## src/rtl/core/stack_machine_instruction_executor_assert.svh

```systemverilog
// assertion macros for the stack machine executor
`ifndef STACK_MACHINE_INSTRUCTION_EXECUTOR_ASSERT_SVH
`define STACK_MACHINE_INSTRUCTION_EXECUTOR_ASSERT_SVH

// implication checked every cycle outside reset
`define SMX_ASSERT_IMP(lbl, clk, rst, ante, cons, msg) \
   lbl: assert property (@(posedge clk) disable iff (rst) (ante) |-> (cons)) else $error(msg);

// next-cycle implication
`define SMX_ASSERT_NEXT(lbl, clk, rst, ante, cons, msg) \
   lbl: assert property (@(posedge clk) disable iff (rst) (ante) |=> (cons)) else $error(msg);

`endif

```

## src/rtl/core/smx_pkg.sv

```systemverilog
package smx_pkg;

   localparam int DataDepth    = 64;
   localparam int OperandDepth = 16;
   localparam int ProgramDepth = 256;

   localparam int DaW = $clog2(DataDepth);
   localparam int OaW = $clog2(OperandDepth);
   localparam int PcW = $clog2(ProgramDepth);
   localparam int SpW = DaW + 1;
   localparam int OtW = OaW + 1;

   localparam logic [3:0] KIND_LIT = 4'd1;
   localparam logic [3:0] KIND_OPR = 4'd2;
   localparam logic [3:0] KIND_LOD = 4'd3;
   localparam logic [3:0] KIND_STO = 4'd4;
   localparam logic [3:0] KIND_CAL = 4'd5;
   localparam logic [3:0] KIND_INC = 4'd6;
   localparam logic [3:0] KIND_JMP = 4'd7;
   localparam logic [3:0] KIND_JPC = 4'd8;
   localparam logic [3:0] KIND_SIO = 4'd9;

   localparam logic [31:0] OPR_RET = 32'd0;
   localparam logic [31:0] OPR_NEG = 32'd1;
   localparam logic [31:0] OPR_ADD = 32'd2;
   localparam logic [31:0] OPR_SUB = 32'd3;
   localparam logic [31:0] OPR_MUL = 32'd4;
   localparam logic [31:0] OPR_DIV = 32'd5;
   localparam logic [31:0] OPR_EQL = 32'd6;
   localparam logic [31:0] OPR_NEQ = 32'd7;
   localparam logic [31:0] OPR_LSS = 32'd8;
   localparam logic [31:0] OPR_LEQ = 32'd9;
   localparam logic [31:0] OPR_GTR = 32'd10;
   localparam logic [31:0] OPR_GEQ = 32'd11;
   localparam logic [31:0] OPR_AND = 32'd12;
   localparam logic [31:0] OPR_OR  = 32'd13;
   localparam logic [31:0] OPR_NOT = 32'd14;

   localparam logic [31:0] SIO_WRITE = 32'd1;
   localparam logic [31:0] SIO_READ  = 32'd2;
   localparam logic [31:0] SIO_HALT  = 32'd3;

   localparam logic [1:0] STATUS_RUN   = 2'd0;
   localparam logic [1:0] STATUS_HALT  = 2'd1;
   localparam logic [1:0] STATUS_FAULT = 2'd2;

   typedef struct packed {
      logic [3:0]         kind;
      logic [2:0]         level;
      logic signed [31:0] operand;
      logic signed [31:0] read_value;
   } req_type;

   typedef struct packed {
      logic [7:0]         next_address;
      logic               write_valid;
      logic signed [31:0] write_value;
      logic [1:0]         status;
   } rsp_type;

   typedef enum logic [3:0] {
      ST_IDLE,
      ST_CLEAR,
      ST_DECODE,
      ST_WALK_RD,
      ST_WALK_WAIT,
      ST_WALK_USE,
      ST_EXEC_RD,
      ST_EXEC_WAIT,
      ST_EXEC,
      ST_DIV,
      ST_CALL,
      ST_DONE
   } state_type;

   // controller -> datapath
   typedef struct packed {
      logic load;       // capture request
      logic clr_step;   // clear one data word
      logic walk_rd;    // issue walk read
      logic walk_use;   // follow static link
      logic exec_rd;    // issue operand/data read
      logic exec;       // evaluate and commit (divide after its iteration)
      logic div_start;
      logic div_step;
      logic call_step;  // write one call-frame word
      logic out_load;
   } cmd_type;

   // datapath -> controller
   typedef struct packed {
      logic clr_done;
      logic halted;
      logic need_walk;
      logic walk_last;  // current hop is the last one
      logic walk_bad;
      logic is_div;     // valid division ready to iterate
      logic is_call;    // call passes checks
      logic div_done;
      logic call_done;
   } sts_type;

endpackage

```

## src/rtl/core/smx_ctrl.sv

```systemverilog
module smx_ctrl (
   input  logic              clock,
   input  logic              reset,
   input  logic              req_valid,
   output logic              req_ready,
   input  logic              rsp_valid,
   input  logic              rsp_ready,
   input  smx_pkg::sts_type  sts,
   output smx_pkg::cmd_type  cmd
);
   import smx_pkg::*;

   state_type state_ff, state_in;
   logic      out_free;

   assign out_free = !rsp_valid || rsp_ready;

   always_ff @(posedge clock) begin
      if (reset) begin
         state_ff <= ST_CLEAR;
      end else begin
         state_ff <= state_in;
      end
   end

   always_comb begin
      state_in = state_ff;
      case (state_ff)
         ST_CLEAR:     if (sts.clr_done) state_in = ST_IDLE;
         ST_IDLE:      if (req_valid) state_in = ST_DECODE;
         ST_DECODE: begin
            if (sts.halted) state_in = ST_DONE;
            else if (sts.need_walk) state_in = ST_WALK_RD;
            else state_in = ST_EXEC_RD;
         end
         ST_WALK_RD:   state_in = ST_WALK_WAIT;
         ST_WALK_WAIT: state_in = ST_WALK_USE;
         ST_WALK_USE: begin
            if (sts.walk_bad || sts.walk_last) state_in = ST_EXEC_RD;
            else state_in = ST_WALK_RD;
         end
         ST_EXEC_RD:   state_in = ST_EXEC_WAIT;
         ST_EXEC_WAIT: begin
            if (sts.is_div) state_in = ST_DIV;
            else if (sts.is_call) state_in = ST_CALL;
            else state_in = ST_EXEC;
         end
         ST_DIV:       if (sts.div_done) state_in = ST_EXEC;
         ST_CALL:      if (sts.call_done) state_in = ST_DONE;
         ST_EXEC:      state_in = ST_DONE;
         ST_DONE:      if (out_free) state_in = ST_IDLE;
         default:      state_in = ST_IDLE;
      endcase
   end

   always_comb begin
      cmd = '0;
      req_ready = 1'b0;
      case (state_ff)
         ST_CLEAR:     cmd.clr_step = 1'b1;
         ST_IDLE: begin
            req_ready = 1'b1;
            cmd.load  = req_valid;
         end
         ST_WALK_RD:   cmd.walk_rd = 1'b1;
         ST_WALK_USE:  cmd.walk_use = 1'b1;
         ST_EXEC_RD:   cmd.exec_rd = 1'b1;
         ST_EXEC_WAIT: cmd.div_start = sts.is_div;
         ST_DIV:       cmd.div_step = 1'b1;
         ST_CALL:      cmd.call_step = 1'b1;
         ST_EXEC:      cmd.exec = 1'b1;
         ST_DONE:      cmd.out_load = out_free;
         default:      cmd = '0;
      endcase
   end

`include "stack_machine_instruction_executor_assert.svh"
   `SMX_ASSERT_IMP(a_ready_idle, clock, reset, req_ready, state_ff == ST_IDLE, "ready outside idle")
   `SMX_ASSERT_NEXT(a_load_dec, clock, reset, cmd.load, state_ff == ST_DECODE, "load not followed by decode")
   `SMX_ASSERT_IMP(a_out_free, clock, reset, cmd.out_load, out_free, "result overwritten")
endmodule

```

## config.mk

```make
export PLATFORM = sky130hd
export DESIGN_NAME = smx_ctrl
export DESIGN_NICKNAME = d
export VERILOG_FILES = /design/src/rtl/core/smx_pkg.sv /design/src/rtl/core/smx_ctrl.sv
export VERILOG_INCLUDE_DIRS = /design/src /design/src/rtl/core
export SDC_FILE = /design/constraint.sdc
export NUM_CORES = 1
export LEC_CHECK = 0
export BUFFER_PORTS_ARGS = -buffer_cell sky130_fd_sc_hd__buf_2
export CORE_AREA = 2 2 39 41
export DETAILED_ROUTE_END_ITERATION = 8
export DIE_AREA = 0 0 41 43
export SLEW_MARGIN = 15
export SYNTH_ARGS = -nofsm -noshare
export SYNTH_HDL_FRONTEND = slang
export SYNTH_SLANG_ARGS = --single-unit
```

## constraint.sdc

```tcl
create_clock -name clock -period 2.2 [get_ports clock]
set_input_delay 0.44 -clock clock [delete_from_list [all_inputs] [get_ports clock]]
set_output_delay 0.44 -clock clock [all_outputs]
set_load 0.005 [all_outputs]
```

== Word level (Yosys, flattened, before mapping) ==
Cells that the tools add are included.
Cells by class
  add/subtract/negate cells: 0
  multiply operators: 0
  divide/modulo/power cells: 0
  magnitude comparators: 0
  equality and inequality tests: 16
  shifts and indexed selects: 0
  multiplexer cells: 22
  bitwise logic cells: 0
  reductions and logical operators: 5
Operators with widths (number)
  4-bit case mux with 12 select lines: 1
  4-bit 2-to-1 mux: 6
  4-bit by 3-bit == test with 1-bit output (second input constant): 4
  4-bit == test (second input constant): 4
  1-bit 2-to-1 mux: 11
  2-bit inequality test (second input constant): 5
  4-bit by 2-bit == test with 1-bit output (second input constant): 2
  3-bit 2-to-1 mux: 2
  5-bit AND reduction: 1
  4-bit by 1-bit == test with 1-bit output (second input constant): 1
  4-bit logical NOT: 1
  2-bit 2-to-1 mux: 2
  1-bit logical OR: 2
  1-bit logical NOT: 1
Storage, ports and cells
  flip-flop bits (word level): 4
  bits in latches: 0
  bits in writable memories: 0
  memory bits (read-only): 0
  input bits: 14
  output and inout port bits: 11
  logic and storage cells: 44
  memories: 0

== Logic depth before layout (Yosys ltp) ==
Gate-level depths: netlist of the first run.
  depth in word-level cells: 4
  mapped depth: 5
  depth with buffers taken out: 4

== Worst setup path before layout of the first run ==
OpenSTA, ideal clock, no wires.
  path type: reg-to-output
  start: register state_ff[0]
  end: output cmd[9] (netlist name)
  data arrival time: 0.952 ns
  data required time: 1.760 ns
  slack: 0.808 ns
  stages on the path, launching flop included: 6
  buffers on the path: 1
  path through: dfxtp_1 -> buf_2 -> inv_2 -> nand2_1 -> nor3_1 -> and2_1
RTL lines
  start, declared: line smx_ctrl.sv:13  | state_type state_ff, state_in;
  start signal, assigned: line smx_ctrl.sv:22  | state_ff <= state_in;
  end, declared: line smx_ctrl.sv:9  | output smx_pkg::cmd_type cmd

==> flow_metrics.env, run 1 <==
export IMPL_outcome="finished clean"
export IMPL_post_route_drc=0
export IMPL_vias_in_the_first_global_route=404
export IMPL_power_switching_fraction_pct=46.21
export IMPL_path_delay_family="flip-flops"
export IMPL_timing_hold_worst_class="in2reg"
export IMPL_antenna_found_initial=0
export IMPL_number_of_buffers_created_by_cts=3
export IMPL_routedWlPerCell_um=11.10
export IMPL_grt_start_max_net_pins=17
export IMPL_power_ir_vdd_worst_mv=0.6210
export IMPL_avgSynthCellArea_um2=7.132
export IMPL_post_route_period_util_pct=87.33
export IMPL_post_synth_main_area_contributors="sky130_fd_sc_hd__dfxtp_1 (19%), sky130_fd_sc_hd__a21oi_1 (7.0%), sky130_fd_sc_hd__nor3_1 (7.0%)"
export IMPL_min_to="state_ff[2]$_SDFFE_PP0P_"
export IMPL_globalplace_congestion=0.7338
export IMPL_worst_slew_margin_rel_pct=64.39
export IMPL_die_area_mm2=0.001763
export IMPL_power_static_leakage_uw=0.0002864
export IMPL_ff2ff_setup_slack_ns=0.60
export IMPL_detail_route_antenna_nets=0
export IMPL_holdBufCountCts=0
export IMPL_synth_warnings=0
export IMPL_fillers=148
export IMPL_number_of_nets_produced_by_synthesis=74
export IMPL_synthFlopType="sky130_fd_sc_hd__dfxtp_1"
export IMPL_post_cts_buffers=0
export IMPL_largest_register_ff_count=4
export IMPL_totalNegativeSetupSlack_ns=0
export IMPL_slew_viol_final=0
export IMPL_synthToLayoutAreaGrowth_pct=33.04
export IMPL_track_usage_pct=13.25
export IMPL_synthArstFlopShare_pct=0
export IMPL_setup_viol=0
export IMPL_yosysTopAreaCell="sky130_fd_sc_hd__dfxtp_1"
export IMPL_final_cell_count_no_fill=100
export IMPL_clock_path_buffers=2
export IMPL_registers_with_the_most_flip_flops="state_ff (4)"
export IMPL_maxCapViolCount=0
export IMPL_switchingPower_uw=279.6
export IMPL_relative_contribution_of_the_clock_network_to_total_power_pct=15.0
export IMPL_count_of_buffer_and_inverter_cells_on_the_critical_path=1
export IMPL_end_kind="output pin"
export IMPL_worst_r2r_cell_count=4
export IMPL_drtPass1Iterations=4
export IMPL_ctsHtreeMaxLevel=1
export IMPL_cp_max_fo=16
export IMPL_intPower_uw=325.4
export IMPL_port_buffers=24
export IMPL_cts_resized_gates=0
export IMPL_fp_dieW_um=41
export IMPL_finalHoldViolCount=0
export IMPL_floorplan_core_area_mm2=0.001384
export IMPL_seqPwrFrac_pct=30.6
export IMPL_synth_enable_flop_cells=0
export IMPL_clk_pin_slew_ns=0.04
export IMPL_power_density_cell_area_mw_per_mm2=1063
export IMPL_floorplan_initialDensity_pct=30.92
export IMPL_tritoncts="done"
export IMPL_tritoncts_num_sinks=4
export IMPL_globalRoute_totalOverflow=0
export IMPL_die_h_um=43
export IMPL_critical_path_startpoint_type="register"
export IMPL_synth_seq_area_share_pct=18.71
export IMPL_clock_skew_final_ns=0.004918
export IMPL_whs_path_depth=2
export IMPL_drt_total_wl_um=1110
export IMPL_detailed_place_hpwl_um=842.2
export IMPL_multi_input_area_um2=307.8
export IMPL_seqCellArea_um2=80.08
export IMPL_worst_endpoint_required_ns=1.76
export IMPL_drive_above_1_share_pct=36.90
export IMPL_max_flop_register="state_ff"
export IMPL_final_net_count=100
export IMPL_core_rowCount=14
export IMPL_cp_slowest_stage_delay_ns=0.65
export IMPL_maxClockFrequency_ghz=0.5205
export IMPL_min_from="reset"
export IMPL_clock_latency_ns=0.23
export IMPL_timing_worst_setup_path_type="reg2out"
export IMPL_viasPerCell=4.990
export IMPL_critPathArrivalTime_ns=1.48
export IMPL_synthCells=60
export IMPL_yosysTopAreaCellShare_pct=18.71
export IMPL_place_detailed_instances=97
export IMPL_reg2reg_from="state_ff[3]$_SDFFE_PP0P_"
export IMPL_synthTopCellsByCount="sky130_fd_sc_hd__a21oi_1 (6), sky130_fd_sc_hd__nor2_1 (6), sky130_fd_sc_hd__nor3_1 (6)"
export IMPL_worstReg2RegEnd="state_ff[3]$_SDFFE_PP0P_"
export IMPL_synth_cell_type_count=28
export IMPL_routed_via_count=499
export IMPL_grt_pass1_wl_um=1635
export IMPL_area_of_the_mapped_netlist_um2=427.9
export IMPL_ios=25
export IMPL_dr_first_iter_drc_count=11
export IMPL_cpMaxStageDelayCell="sky130_fd_sc_hd__dfxtp_1"
export IMPL_num_antenna_cells=0
export IMPL_power_uw=605.0
export IMPL_critical_path_cell_chain="nand2b_1 > or2_1 > nor2_1 > buf_2"
export IMPL_tightest_slew_ns=0.5335
export IMPL_comb_power_share_pct=54.4
export IMPL_synth_ff_latch_count=4
export IMPL_clock_tree_root_cell="sky130_fd_sc_hd__clkbuf_4"
export IMPL_rsz0062_at_grt="no"
export IMPL_period_minus_slack_ns=1.921
power groups by stage:
stage	Combinational [uW]	Clock, uW	Sequential, uW
2_1_floorplan	299	0	130
3_3_place_gp	330	0	184
3_5_place_dp	332	0	183
4_1_cts	333	96.5	181
5_1_grt	369	102	194
6_report	329	90.7	185
per-stage QoR:
stage | util, % | setup WS (ns) | cell area, um2 | hold slack [ns]
finish | 41.14 | 0.2787 | 569.3 | 0.4423
detailed placement | 39.51 | 0.5472 | 546.8 | 0.6857
global placement | 39.51 | 0.5655 | 546.8 | 0.6839
CTS | 41.14 | 0.2861 | 569.3 | 0.4388
global route | 41.14 | 0.1146 | 569.3 | 0.4511
floorplan | - | 0.8076 | 427.9 | 0.5168
cell families (layout without fill, tap and decap cells):
logic type | Yosys count | count (layout) | synth area share (%)
AOI/OAI and AO/OA | 20 | 20 | 35.38
buffers and inverters | 8 | 32 | 9.355
DFF | 4 | 4 | 18.71
muxes | 1 | 1 | 3.508
and+or+nand+nor | 27 | 27 | 33.04
routing by layer:
| metal | track usage [%] | wire length [um] | vias to the layer above |
|---|---|---|---|
| li1 | - | - | 267 |
| met1 | 18.97 | 525 | 215 |
| met2 | 19.06 | 497 | 17 |
| met3 | 6.283 | 86 | 0 |
| met4 | 0 | 0 | 0 |
| met5 | 0 | 0 | - |
area by class of cell:
type / instances / share of cell area [%]
clock buffer: 3 / 3.956
inverter: 5 / 3.297
multi-input combinational: 48 / 54.07
sequential: 4 / 14.07
tap: 16 / 3.516
timing repair buffer: 24 / 21.10
worst max path at each step:
stage | startpoint | end | slack [ns] | cells after the start
3_3_place_gp | state_ff[1]$_SDFFE_PP0P_ | cmd[3] | 0.57 | 4
2_1_floorplan | state_ff[0]$_SDFFE_PP1P_ | cmd[9] | 0.81 | 5
4_1_cts | state_ff[1]$_SDFFE_PP0P_ | cmd[3] | 0.29 | 4
5_1_grt | state_ff[1]$_SDFFE_PP0P_ | cmd[3] | 0.11 | 4
3_5_place_dp | state_ff[1]$_SDFFE_PP0P_ | cmd[3] | 0.55 | 4
6_report | state_ff[1]$_SDFFE_PP0P_ | cmd[3] | 0.28 | 4
cells in the final DEF, fill, tap and decap left out, drive strengths merged:
master / synthesis / routed
a211o: 1 / 1
a21oi: 6 / 6
a31oi: 1 / 1
and2: 1 / 1
and3: 1 / 1
and3b: 1 / 1
buf: 3 / 24
clkbuf: 0 / 3
dfxtp: 4 / 4
inv: 5 / 5
mux2: 1 / 1
nand2: 4 / 4
nand2b: 4 / 4
nand4b: 1 / 1
nor2: 6 / 6
nor2b: 1 / 1
nor3: 6 / 6
o21a: 1 / 1
o21ai: 3 / 3
o21bai: 3 / 3
o221ai: 1 / 1
o22ai: 1 / 1
o311a: 1 / 1
o31ai: 1 / 1
o32ai: 1 / 1
or2: 2 / 2
No activity file was read; power rests on OpenSTA's default activity.
==> run 2: changes to the inputs <==
--- a/config.mk
+++ b/config.mk
@@ -8,6 +8,7 @@
 export LEC_CHECK = 0
 export BUFFER_PORTS_ARGS = -buffer_cell sky130_fd_sc_hd__buf_2
 export CORE_AREA = 2 2 39 41
+export CTS_BUF_LIST = sky130_fd_sc_hd__clkbuf_16
 export DETAILED_ROUTE_END_ITERATION = 8
 export DIE_AREA = 0 0 41 43
 export SLEW_MARGIN = 15
==> run 2 against run 1 <==
Final cell count unchanged. Sequential share of layout area down 1.2 points. Register-to-register slack about the same. Largest cell class unchanged. Largest power group unchanged.
==> flow_metrics.env, run 2 (synthesis results as in run 1) <==
export IMPL_whs_path_depth=2
export IMPL_worst_r2r_cell_count=4
export IMPL_clock_skew_final_ns=0.002641
export IMPL_globalRoute_totalOverflow=0
export IMPL_floorplan_core_area_mm2=0.001384
export IMPL_ios=25
export IMPL_final_cell_count_no_fill=100
export IMPL_place_detailed_instances=97
export IMPL_crit_path_start="state_ff[1]$_SDFFE_PP0P_"
export IMPL_setup_viol=0
export IMPL_track_usage_pct=14.06
export IMPL_worstReg2RegEnd="state_ff[3]$_SDFFE_PP0P_"
export IMPL_routed_via_count=500
export IMPL_routedWlPerCell_um=11.26
export IMPL_worst_slew_margin_rel_pct=64.43
export IMPL_registers_with_the_most_flip_flops="state_ff (4)"
export IMPL_largest_register_ff_count=4
export IMPL_critPathArrivalTime_ns=1.47
export IMPL_num_antenna_cells=0
export IMPL_grt_pass1_wl_um=1683
export IMPL_layout_commonest_cell="sky130_fd_sc_hd__buf_2"
export IMPL_synthToLayoutAreaGrowth_pct=45.32
export IMPL_viasPerCell=5.000
export IMPL_place_ws_ns=0.5472
export IMPL_min_from="reset"
export IMPL_cts_resized_gates=0
export IMPL_dr_first_iter_drc_count=10
export IMPL_detail_route_antenna_nets=0
export IMPL_rsz0062_at_grt="no"
export IMPL_post_route_period_util_pct=86.62
export IMPL_min_to="state_ff[2]$_SDFFE_PP0P_"
export IMPL_holdBufCountCts=0
export IMPL_tightest_slew_ns=0.5328
export IMPL_power_static_leakage_uw=0.0003096
export IMPL_number_of_buffers_created_by_cts=3
export IMPL_cp_max_fo=16
export IMPL_drt_total_wl_um=1126
export IMPL_detailed_place_hpwl_um=842.2
export IMPL_power_uw=795.1
export IMPL_post_cts_buffers=0
export IMPL_final_net_count=100
export IMPL_clk_pin_slew_ns=0.03
export IMPL_vias_in_the_first_global_route=411
export IMPL_clock_latency_ns=0.22
export IMPL_ff2ff_setup_slack_ns=0.61
export IMPL_timing_hold_worst_class="in2reg"
export IMPL_drive_above_1_share_pct=36.90
export IMPL_ctsHtreeMaxLevel=1
export IMPL_port_buffers=24
export IMPL_worst_endpoint_required_ns=1.76
export IMPL_die_h_um=43
export IMPL_critical_path_startpoint_type="register"
export IMPL_timing_worst_setup_path_type="reg2out"
export IMPL_clock_path_buffers=2
export IMPL_most_common_layout_cells="sky130_fd_sc_hd__buf_2 (24), sky130_fd_sc_hd__nor2_1 (6), sky130_fd_sc_hd__nor3_1 (6), sky130_fd_sc_hd__a21oi_1 (6)"
export IMPL_end_kind="output pin"
export IMPL_dpl_instance_area_um2=546.8
export IMPL_floorplan_initialDensity_pct=30.92
export IMPL_grt_start_max_net_pins=17
export IMPL_core_rowCount=14
export IMPL_slew_viol_final=0
export IMPL_period_minus_slack_ns=1.906
export IMPL_power_ir_vdd_worst_mv=0.7246
export IMPL_die_area_mm2=0.001763
export IMPL_fp_dieW_um=41
export IMPL_outcome="finished clean"
export IMPL_maxCapViolCount=0
export IMPL_drtPass1Iterations=4
export IMPL_clock_tree_root_cell="sky130_fd_sc_hd__clkbuf_16"
export IMPL_antenna_found_initial=0
export IMPL_maxClockFrequency_ghz=0.5248
export IMPL_max_flop_register="state_ff"
export IMPL_reg2reg_from="state_ff[3]$_SDFFE_PP0P_"
export IMPL_post_route_drc=0
export IMPL_tritoncts_num_sinks=4
export IMPL_tritoncts="done"
export IMPL_finalHoldViolCount=0
export IMPL_totalNegativeSetupSlack_ns=0
export IMPL_stdcell_area_um2=621.8
export IMPL_setup_ws_ns=0.2944
export IMPL_power_density_cell_area_mw_per_mm2=1279
export IMPL_globalplace_congestion=0.7338
## run 2: changes by cell type in the layout (fill, tap and decap cells not counted)
| cell | change |
|---|---|
| sky130_fd_sc_hd__clkbuf_4 | -3 |
| sky130_fd_sc_hd__clkbuf_16 | +3 |
## run 2: layout make-up
type,count,area [um2]
clock buffer,3,75.07
fill,145,762.0
inverter,5,18.77
multi-input combinational,48,307.8
sequential,4,80.08
tap,16,20.02
timing repair buffer,24,120.1
## run 2: worst max path at each step
stage,to,slack (ns),cells past startpoint
2_1_floorplan,cmd[9],0.81,5
3_3_place_gp,cmd[3],0.57,4
3_5_place_dp,cmd[3],0.55,4
4_1_cts,cmd[3],0.31,4
5_1_grt,cmd[3],0.14,4
6_report,cmd[3],0.29,4
## run 2: worst max-delay path, cell delays in order, from the launching register on
cell and delay (ns):
sky130_fd_sc_hd__dfxtp_1 0.64, sky130_fd_sc_hd__nand2b_1 0.16, sky130_fd_sc_hd__or2_1 0.25, sky130_fd_sc_hd__nor2_1 0.08
sky130_fd_sc_hd__buf_2 0.11
## run 2: where the power goes
group,switching (uW),leakage [uW],internal [uW]
logic,165,0.000240,165
registers,85.1,0.0000330,99.9
clock network,48.7,0.0000370,232
total,299,0.000310,497
## run 2: per-layer routing
metal  GRT usage, %  up-vias  share of wire [%]  routed length [um]
li1               -      266                  -                   -
met1          19.29      219                 50                 562
met2          19.38       15                 45                 503
met3          6.283        0                5.2                  59
met4          4.000        0                  0                   0
met5              0        -                  0                   0
## run 2: per-stage QoR
| step | util (%) | hold slack (ns) |
|---|---|---|
| final | 44.94 | 0.4537 |
| after global routing | 44.94 | 0.4701 |
| after CTS | 44.94 | 0.4560 |
| after detailed placement | 39.51 | 0.6857 |
| after global placement | 39.51 | 0.6839 |
| after floorplan | - | 0.5168 |
